[src/rtl/api_tx_frame_encoder_defines.svh]
// Assertion macros for the API transmit frame encoder.
`ifndef API_TX_FRAME_ENCODER_DEFINES_SVH
`define API_TX_FRAME_ENCODER_DEFINES_SVH

`ifndef NO_ASSERTIONS

`define API_TX_ASSERT_NOW(lbl, clk, rst_n, ante, cons, msg) \
    lbl: assert property (@(posedge clk) disable iff (!(rst_n)) (ante) |-> (cons)) \
        else $error(msg);

`define API_TX_ASSERT_NEXT(lbl, clk, rst_n, ante, cons, msg) \
    lbl: assert property (@(posedge clk) disable iff (!(rst_n)) (ante) |=> (cons)) \
        else $error(msg);

`else

`define API_TX_ASSERT_NOW(lbl, clk, rst_n, ante, cons, msg)

`define API_TX_ASSERT_NEXT(lbl, clk, rst_n, ante, cons, msg)

`endif

`endif

[src/rtl/api_tx_pkg.sv]
package api_tx_pkg;

    localparam int unsigned MAX_FRAME    = 15;
    localparam int unsigned LEN_W        = 4;
    localparam int unsigned TARGET_COUNT = 5;

    localparam logic [7:0] START_BYTE    = 8'h7E;
    localparam logic [7:0] BASE_LEN      = 8'h05;
    localparam logic [7:0] FRAME_TYPE    = 8'h01;
    localparam logic [7:0] CMD_MOTORS    = 8'h01;
    localparam logic [7:0] CMD_FORMATION = 8'h02;
    localparam logic [7:0] CHECK_BASE    = 8'hFF;

    localparam logic [7:0] RST_ADDR_HIGH = 8'hA2;
    localparam logic [7:0] RST_ADDR_LOW  = 8'hA0;
    localparam logic [7:0] RST_FRAME_ID  = 8'h01;
    localparam logic [7:0] RST_OPTIONS   = 8'h01;

    localparam logic [LEN_W-1:0] LEN_POSITION = 4'd15;
    localparam logic [LEN_W-1:0] LEN_COMMAND  = 4'd11;

    // configuration register indexes
    localparam logic [2:0] REG_ADDR_HIGH = 3'd0;
    localparam logic [2:0] REG_ADDR_LOW  = 3'd1;
    localparam logic [2:0] REG_FRAME_ID  = 3'd2;
    localparam logic [2:0] REG_OPTIONS   = 3'd3;

    localparam logic ACT_POSITION = 1'b0;
    localparam logic ACT_COMMAND  = 1'b1;

    localparam logic [2:0] ORD_DISABLE = 3'd0;
    localparam logic [2:0] ORD_ENABLE  = 3'd1;
    localparam logic [2:0] ORD_FORM0   = 3'd2;
    localparam logic [2:0] ORD_FORM1   = 3'd3;
    localparam logic [2:0] ORD_FORM2   = 3'd4;

    typedef logic [7:0] t_byte;

endpackage

[src/rtl/api_tx_frame_encoder.sv]
// API-mode 16-bit-address transmit frame encoder. Each accepted request
// (position or command) becomes one frame streamed a byte per transfer:
// 15 bytes for a position, 11 for a command, with o_last_byte on the
// trailing checksum. Command requests with an unknown order code and any
// request with a target at or above TARGET_COUNT give no bytes. The whole
// frame and its checksum are built combinationally from the input
// register into a 15-byte shift register, which feeds the output register
// one byte per cycle while the output is not stalled. The first byte
// passes the input, shift and output registers in turn; frames follow
// each other without gaps, paced by the single byte-wide output register,
// while the input register holds the next request. A dropped request
// waits there until the shift register is free. Configuration writes are
// taken at any time but should only be issued while no frame is pending.
`include "api_tx_frame_encoder_defines.svh"

module api_tx_frame_encoder #(
    parameter int unsigned TARGET_COUNT = api_tx_pkg::TARGET_COUNT
) (
    input  logic               i_clk,
    input  logic               i_rst_n,
    // configuration
    input  logic               i_cfg_we,
    input  logic [2:0]         i_cfg_idx,
    input  logic [7:0]         i_cfg_data,
    // requests
    input  logic               i_valid,
    output logic               o_stall,
    input  logic               i_action,
    input  logic signed [16:0] i_pos_x,
    input  logic signed [16:0] i_pos_y,
    input  logic [2:0]         i_order_code,
    input  logic [2:0]         i_target,
    // frame bytes
    output logic               o_valid,
    input  logic               i_stall,
    output logic [7:0]         o_frame_byte,
    output logic               o_last_byte
);

    localparam int unsigned NF = api_tx_pkg::MAX_FRAME;
    localparam int unsigned LW = api_tx_pkg::LEN_W;

    // configuration registers
    api_tx_pkg::t_byte r_addr_high;
    api_tx_pkg::t_byte r_addr_low;
    api_tx_pkg::t_byte r_frame_id;
    api_tx_pkg::t_byte r_options;

    // input register
    logic               r_req_valid;
    logic               r_action;
    logic signed [16:0] r_pos_x;
    logic signed [16:0] r_pos_y;
    logic [2:0]         r_order_code;
    logic [2:0]         r_target;

    // frame shift register
    api_tx_pkg::t_byte  r_frame [NF];
    logic               r_busy;
    logic [LW-1:0]      r_left;

    // output register
    logic               r_out_valid;
    api_tx_pkg::t_byte  r_out_byte;
    logic               r_out_last;

    // frame builder
    api_tx_pkg::t_byte  n_frame [NF];
    logic [LW-1:0]      n_len;
    logic               n_keep;

    logic               out_free;
    logic               emit;
    logic               frame_free;
    logic               req_take;
    logic               in_xfer;

    logic               x_neg;
    logic               y_neg;
    logic [16:0]        x_abs;
    logic [16:0]        y_abs;
    logic [15:0]        x_mag;
    logic [15:0]        y_mag;
    logic               tgt_ok;
    api_tx_pkg::t_byte  cmd_op;
    api_tx_pkg::t_byte  cmd_arg;
    logic               cmd_ok;
    api_tx_pkg::t_byte  sum;

    assign out_free   = !r_out_valid || !i_stall;
    assign emit       = r_busy && out_free;
    assign frame_free = !r_busy || (emit && (r_left == LW'(1)));
    assign req_take   = r_req_valid && frame_free;
    assign o_stall    = r_req_valid && !frame_free;
    assign in_xfer    = i_valid && !o_stall;

    assign o_valid      = r_out_valid;
    assign o_frame_byte = r_out_byte;
    assign o_last_byte  = r_out_last;

    // coordinate magnitudes; -65536 saturates to 0xFFFF
    always_comb begin
        x_neg = r_pos_x[16];
        y_neg = r_pos_y[16];
        x_abs = x_neg ? (~r_pos_x + 17'd1) : r_pos_x;
        y_abs = y_neg ? (~r_pos_y + 17'd1) : r_pos_y;
        x_mag = x_abs[16] ? 16'hFFFF : x_abs[15:0];
        y_mag = y_abs[16] ? 16'hFFFF : y_abs[15:0];
    end

    always_comb begin
        tgt_ok = ({6'd0, r_target} < 9'(TARGET_COUNT));
        cmd_ok = 1'b1;
        case (r_order_code)
            api_tx_pkg::ORD_DISABLE, api_tx_pkg::ORD_ENABLE: begin
                cmd_op  = api_tx_pkg::CMD_MOTORS;
                cmd_arg = {5'd0, r_order_code};
            end
            api_tx_pkg::ORD_FORM0, api_tx_pkg::ORD_FORM1, api_tx_pkg::ORD_FORM2: begin
                cmd_op  = api_tx_pkg::CMD_FORMATION;
                cmd_arg = {5'd0, r_order_code - api_tx_pkg::ORD_FORM0};
            end
            default: begin
                cmd_op  = '0;
                cmd_arg = '0;
                cmd_ok  = 1'b0;
            end
        endcase
    end

    always_comb begin
        for (int i = 0; i < NF; i++) begin
            n_frame[i] = '0;
        end
        n_frame[0] = api_tx_pkg::START_BYTE;
        n_frame[1] = 8'h00;
        n_frame[3] = api_tx_pkg::FRAME_TYPE;
        n_frame[4] = r_frame_id;
        n_frame[5] = r_addr_high;
        n_frame[6] = r_addr_low + {5'd0, r_target};
        n_frame[7] = r_options;
        if (r_action == api_tx_pkg::ACT_POSITION) begin
            n_frame[2]  = api_tx_pkg::BASE_LEN + 8'd6;
            n_frame[8]  = {7'd0, x_neg};
            n_frame[9]  = x_mag[15:8];
            n_frame[10] = x_mag[7:0];
            n_frame[11] = {7'd0, y_neg};
            n_frame[12] = y_mag[15:8];
            n_frame[13] = y_mag[7:0];
            sum = n_frame[3] + n_frame[4] + n_frame[5] + n_frame[6] + n_frame[7]
                + n_frame[8] + n_frame[9] + n_frame[10] + n_frame[11]
                + n_frame[12] + n_frame[13];
            n_frame[14] = api_tx_pkg::CHECK_BASE - sum;
            n_len  = api_tx_pkg::LEN_POSITION;
            n_keep = tgt_ok;
        end else begin
            n_frame[2] = api_tx_pkg::BASE_LEN + 8'd2;
            n_frame[8] = cmd_op;
            n_frame[9] = cmd_arg;
            sum = n_frame[3] + n_frame[4] + n_frame[5] + n_frame[6] + n_frame[7]
                + n_frame[8] + n_frame[9];
            n_frame[10] = api_tx_pkg::CHECK_BASE - sum;
            n_len  = api_tx_pkg::LEN_COMMAND;
            n_keep = tgt_ok && cmd_ok;
        end
    end

    always_ff @(posedge i_clk) begin
        if (!i_rst_n) begin
            r_addr_high <= api_tx_pkg::RST_ADDR_HIGH;
            r_addr_low  <= api_tx_pkg::RST_ADDR_LOW;
            r_frame_id  <= api_tx_pkg::RST_FRAME_ID;
            r_options   <= api_tx_pkg::RST_OPTIONS;
        end else if (i_cfg_we) begin
            case (i_cfg_idx)
                api_tx_pkg::REG_ADDR_HIGH: r_addr_high <= i_cfg_data;
                api_tx_pkg::REG_ADDR_LOW:  r_addr_low  <= i_cfg_data;
                api_tx_pkg::REG_FRAME_ID:  r_frame_id  <= i_cfg_data;
                api_tx_pkg::REG_OPTIONS:   r_options   <= i_cfg_data;
                default: ;
            endcase
        end
    end

    // input register
    always_ff @(posedge i_clk) begin
        if (!i_rst_n) begin
            r_req_valid <= 1'b0;
        end else if (in_xfer) begin
            r_req_valid <= 1'b1;
        end else if (req_take) begin
            r_req_valid <= 1'b0;
        end
        if (in_xfer) begin
            r_action     <= i_action;
            r_pos_x      <= i_pos_x;
            r_pos_y      <= i_pos_y;
            r_order_code <= i_order_code;
            r_target     <= i_target;
        end
    end

    // frame shift register: byte 0 is the next one out
    always_ff @(posedge i_clk) begin
        if (!i_rst_n) begin
            r_busy <= 1'b0;
            r_left <= '0;
        end else if (req_take && n_keep) begin
            r_busy <= 1'b1;
            r_left <= n_len;
        end else if (emit) begin
            r_busy <= (r_left != LW'(1));
            r_left <= r_left - LW'(1);
        end
        if (req_take && n_keep) begin
            r_frame <= n_frame;
        end else if (emit) begin
            for (int i = 0; i < NF - 1; i++) begin
                r_frame[i] <= r_frame[i+1];
            end
            r_frame[NF-1] <= '0;
        end
    end

    // output register
    always_ff @(posedge i_clk) begin
        if (!i_rst_n) begin
            r_out_valid <= 1'b0;
            r_out_last  <= 1'b0;
        end else if (out_free) begin
            r_out_valid <= r_busy;
            r_out_last  <= r_busy && (r_left == LW'(1));
        end
        if (emit) begin
            r_out_byte <= r_frame[0];
        end
    end

    `API_TX_ASSERT_NOW(a_left_range, i_clk, i_rst_n, r_busy,
        (r_left != '0) && (r_left <= LW'(NF)), "frame byte count out of range")
    `API_TX_ASSERT_NEXT(a_last_marked, i_clk, i_rst_n, emit && (r_left == LW'(1)),
        r_out_valid && r_out_last, "checksum byte not flagged last")
    `API_TX_ASSERT_NEXT(a_mid_unmarked, i_clk, i_rst_n, emit && (r_left != LW'(1)),
        r_out_valid && !r_out_last, "last flag on a byte inside the frame")
    `API_TX_ASSERT_NOW(a_hold_request, i_clk, i_rst_n, r_req_valid && r_busy && !emit,
        o_stall, "request taken while frame still pending")

endmodule
[config.mk]
export PLATFORM = sky130hd
export DESIGN_NAME = api_tx_frame_encoder
export DESIGN_NICKNAME = d
export VERILOG_FILES = /design/src/rtl/api_tx_pkg.sv /design/src/rtl/api_tx_frame_encoder.sv
export VERILOG_INCLUDE_DIRS = /design/src /design/src/rtl
export SDC_FILE = /design/constraint.sdc
export NUM_CORES = 1
export LEC_CHECK = 0
export ABC_CLOCK_PERIOD_IN_PS = 14500
export BUFFER_PORTS_ARGS = -buffer_cell sky130_fd_sc_hd__buf_2
export CAP_MARGIN = 20
export CORE_MARGIN = 4
export CORE_UTILIZATION = 40
export CTS_CLUSTER_SIZE = 28
export DETAILED_ROUTE_END_ITERATION = 10
export PLACE_DENSITY = 0.54
export SLEW_MARGIN = 40
export SYNTH_ARGS = -nofsm -noshare
export SYNTH_HDL_FRONTEND = slang
export SYNTH_SLANG_ARGS = --single-unit
export TNS_END_PERCENT = 100
[constraint.sdc]
create_clock -name i_clk -period 14.5 [get_ports i_clk]
set_input_delay 1.45 -clock i_clk [delete_from_list [all_inputs] [get_ports i_clk]]
set_output_delay 1.45 -clock i_clk [all_outputs]
set_load 0.02 [all_outputs]
==> flow_metrics.py <==
metrics = {
    "floorplan": {
        "dieHeight_um": 171,
        "core.rowCount": 59,
        "dieArea_mm2": 0.0294,
        "start_util_pct": 40.9,
        "die_w_um": 171,
        "coreArea_mm2": 0.0261,
        "io_pins": 68,
    },
    "clock_network": {
        "cts-hold-fix-buffers": 0,
        "cts_sinks": 209,
        "cts-root-buf": "clkbuf_16",
        "cts-buffers-inserted": 24,
        "htreeDepth": 1,
        "postCtsSetupBuffers": 0,
        "clk_latency_ns": 0.52,
        "cts_resized": 0,
        "clockBufferDepth": 3,
        "cts_tree": "built",
        "cts.reportedPaths.clkPinSlew_ns": 0.06,
    },
    "timing": {
        "max_freq_mhz": 166,
        "fin_skew_ns": 0.0122,
        "tightest_slew_ns": 0.731,
        "setup_violations": 0,
        "whs_ns": 0.427,
        "fin_crit_sh_pct": 41.5,
        "final-max-slew-violation-count": 0,
        "setup_tns_ns": 0,
        "slew_headroom_pct": 51.2,
        "rsz0062_at_grt": "false",
        "fin_crit_ns": 6.02,
        "hold_violations": 0,
    },
    "global_route": {
        "grt_max_degree": 86,
        "grt-ovfl-total": 0,
        "grt_pass1_wl_um": 38000,
        "grt_pass1_vias": 7045,
        "grt_antenna_before_repair": 0,
        "track_usage_pct": 16.1,
    },
    "setup_path": {
        "cp-end-kind": "flip-flop",
        "crit_required_ns": 14.76,
        "path_delay_family": "simple AND/OR/NAND/NOR gates",
        "worst-path-max-fanout": 16,
        "crit_chain": "or3_1, or3_4, or3_4, or4b_1, nand3_1, o21ai_0, ha_1, inv_1, fa_1, fa_1, fa_1, inv_1, ha_1, nor2b_1, o21ai_0, a21oi_1, nor2_1, a21oi_1, xnor3_1, nor2_1",
        "critPathMaxStageDelay_ns": 0.75,
        "reg2reg_slack_ns": 8.48,
        "r2r_end": "r_frame[7]",
        "crit_slowest_cell": "or4b_1",
        "critPathBufInv": 2,
        "crit_type": "reg -> reg",
        "worstSetupStartpointType": "flip-flop",
        "crit_top_cell": "fa_1",
        "r2r_start": "r_pos_y[4]",
        "cp_data_arrival_time_ns": 6.27,
        "r2r.worst_path.cells": 20,
    },
    "logic_synthesis": {
        "ys_top_cells_by_area": "edfxtp_1 41%, dfxtp_1 12%, nand2_1 6.8%",
        "yosys_warnings": 0,
        "synth_seq_cells": 209,
        "synth_flop_cell": "edfxtp_1",
        "synth.most_common_cell": "nand2_1",
        "async_flop_share_pct": 0,
        "yosys.cell_types.count": 55,
        "synth_common_cells": "193 x nand2_1, 145 x edfxtp_1, 78 x inv_1",
        "syn-num-nets": 1132,
        "synthCells": 1001,
        "synth_seq_area_share_pct": 52.8,
        "synth_edf_count": 145,
        "post-synth-top-area-fraction_pct": 40.8,
        "synth_top_area_cell": "edfxtp_1",
        "syn_area_per_cell_um2": 10.7,
        "syn_area_mm2": 0.0107,
    },
    "detailed_routing": {
        "drtPass1Iterations": 5,
        "vias": 7205,
        "avgRoutedWirePerCell_um": 16.4,
        "ant_nets": 0,
        "drt_iter0_drc": 498,
        "via_per_inst": 5.09,
        "drc": 0,
        "drt-total-wl_um": 23200,
    },
    "flow_run": {
        "cap_violations": 0,
    },
    "power_and_ir_drop": {
        "power_density_mw_per_mm2": 156,
        "leakage_uw": 0.00499,
        "ir_worst_vdd_v": 0.0000963,
    },
    "place": {
        "dp.cells": 1370,
        "dpl.hpwl_um": 16200,
        "place_congestion": 0.793,
        "numPortBuffers": 67,
    },
    "layout": {
        "area_growth_pct": 15.5,
        "fin_cells": 1415,
        "final.fill_count": 2452,
        "regArea_mm2": 0.00564,
        "multi_input_area_mm2": 0.00462,
        "drive_gt1_share_pct": 12.4,
        "final_nets": 1192,
    },
    "min_path": {
        "hold_end": "o_frame_byte[3]",
        "hold_class": "reg -> reg",
        "hold_depth": 0,
        "min_from": "r_frame[115]",
    },
    "outcome": {
        "status": "finished clean",
    },
}
[layout make-up]
| cell class | count | area share, % |
|---|---|---|
| inverter | 78 | 2.38 |
| sequential | 209 | 45.7 |
| clock buffer | 34 | 6.27 |
| multi-input combinational | 669 | 37.5 |
| tap | 335 | 3.40 |
| clock inverter | 10 | 0.883 |
| timing repair buffer | 79 | 3.89 |
| antenna | 1 | 0.0203 |
[layout by cell type (no fill, tap or decap), types with 6 or more instances in the layout]
cell,instances
a21boi_0,32
a21o_1,12
a21oi_1,37
a22o_1,18
and2_1,7
and3_1,20
buf_2,67
clkbuf_16,28
dfxtp_1,64
edfxtp_1,145
fa_1,35
ha_1,39
inv_1,77
nand2_1,191
nand3_1,52
nor2_1,28
nor2b_1,10
nor3_1,6
o21ai_0,44
o31ai_1,6
xnor2_1,30
xor2_1,31
[cell families (layout without fill, tap and decap cells)]
logic type / Yosys count / after routing / share of synthesized area (%)
multiplexers: 1 / 1 / 0.0937
flip-flops: 209 / 209 / 52.8
AO/OA/AOI/OAI: 181 / 181 / 11.2
XOR/XNOR: 64 / 64 / 5.63
other: 1 / 2 / 0.0351
buffers and inverters: 123 / 201 / 4.40
AND/OR/NAND/NOR: 348 / 348 / 14.7
adder cells (fa/ha/maj): 74 / 74 / 11.1
[flip-flops by register name, indices dropped and copies added (netlist names)]
signal and cells:
o_valid 1, r_busy 1, r_order_code 3, r_frame_id 8, r_pos_x 17, r_addr_high 8, r_action 1, o_last_byte 1
r_addr_low 8, r_target 3, r_left 4, r_pos_y 17, r_frame 120, r_req_valid 1, o_frame_byte 8, r_options 8
[through the flow]
stage	setup WS, ns	power (uW)	area, um^2	util (%)
floorplan	8.89	1160	10700	-
global placement	8.54	1270	11300	43.4
detailed placement	8.46	1280	11400	43.8
CTS	8.46	1950	12300	47.2
global route	8.21	2050	12300	47.2
finish	8.48	1920	12300	47.2
[metal layers]
| metal | global-route usage, % | vias to the layer above | wire [um] |
|---|---|---|---|
| li1 | - | 3579 | - |
| met1 | 23.0 | 3476 | 11000 |
| met2 | 25.8 | 113 | 10700 |
| met3 | 2.44 | 37 | 942 |
| met4 | 3.93 | 0 | 504 |
| met5 | 0 | - | 0 |
[where the power goes]
group	leakage [uW]	internal, uW	switching [uW]
clock	0.000435	408	247
sequential	0.00192	702	25.4
combinational	0.00263	251	290
[how the worst max path moves through the flow]
| stage | start | to | slack [ns] | depth (start not counted) |
|---|---|---|---|---|
| final | r_pos_y[4] | r_frame[7] | 8.48 | 20 |
| after global routing | r_pos_y[0] | r_frame[7] | 8.21 | 22 |
| after CTS | r_pos_y[4] | r_frame[7] | 8.46 | 20 |
| after detailed placement | r_pos_y[4] | r_frame[7] | 8.46 | 20 |
| after global placement | r_pos_y[4] | r_frame[7] | 8.54 | 19 |
| after floorplan | r_pos_y[4] | r_frame[7] | 8.89 | 22 |
No activity file was read; power rests on OpenSTA's default activity.
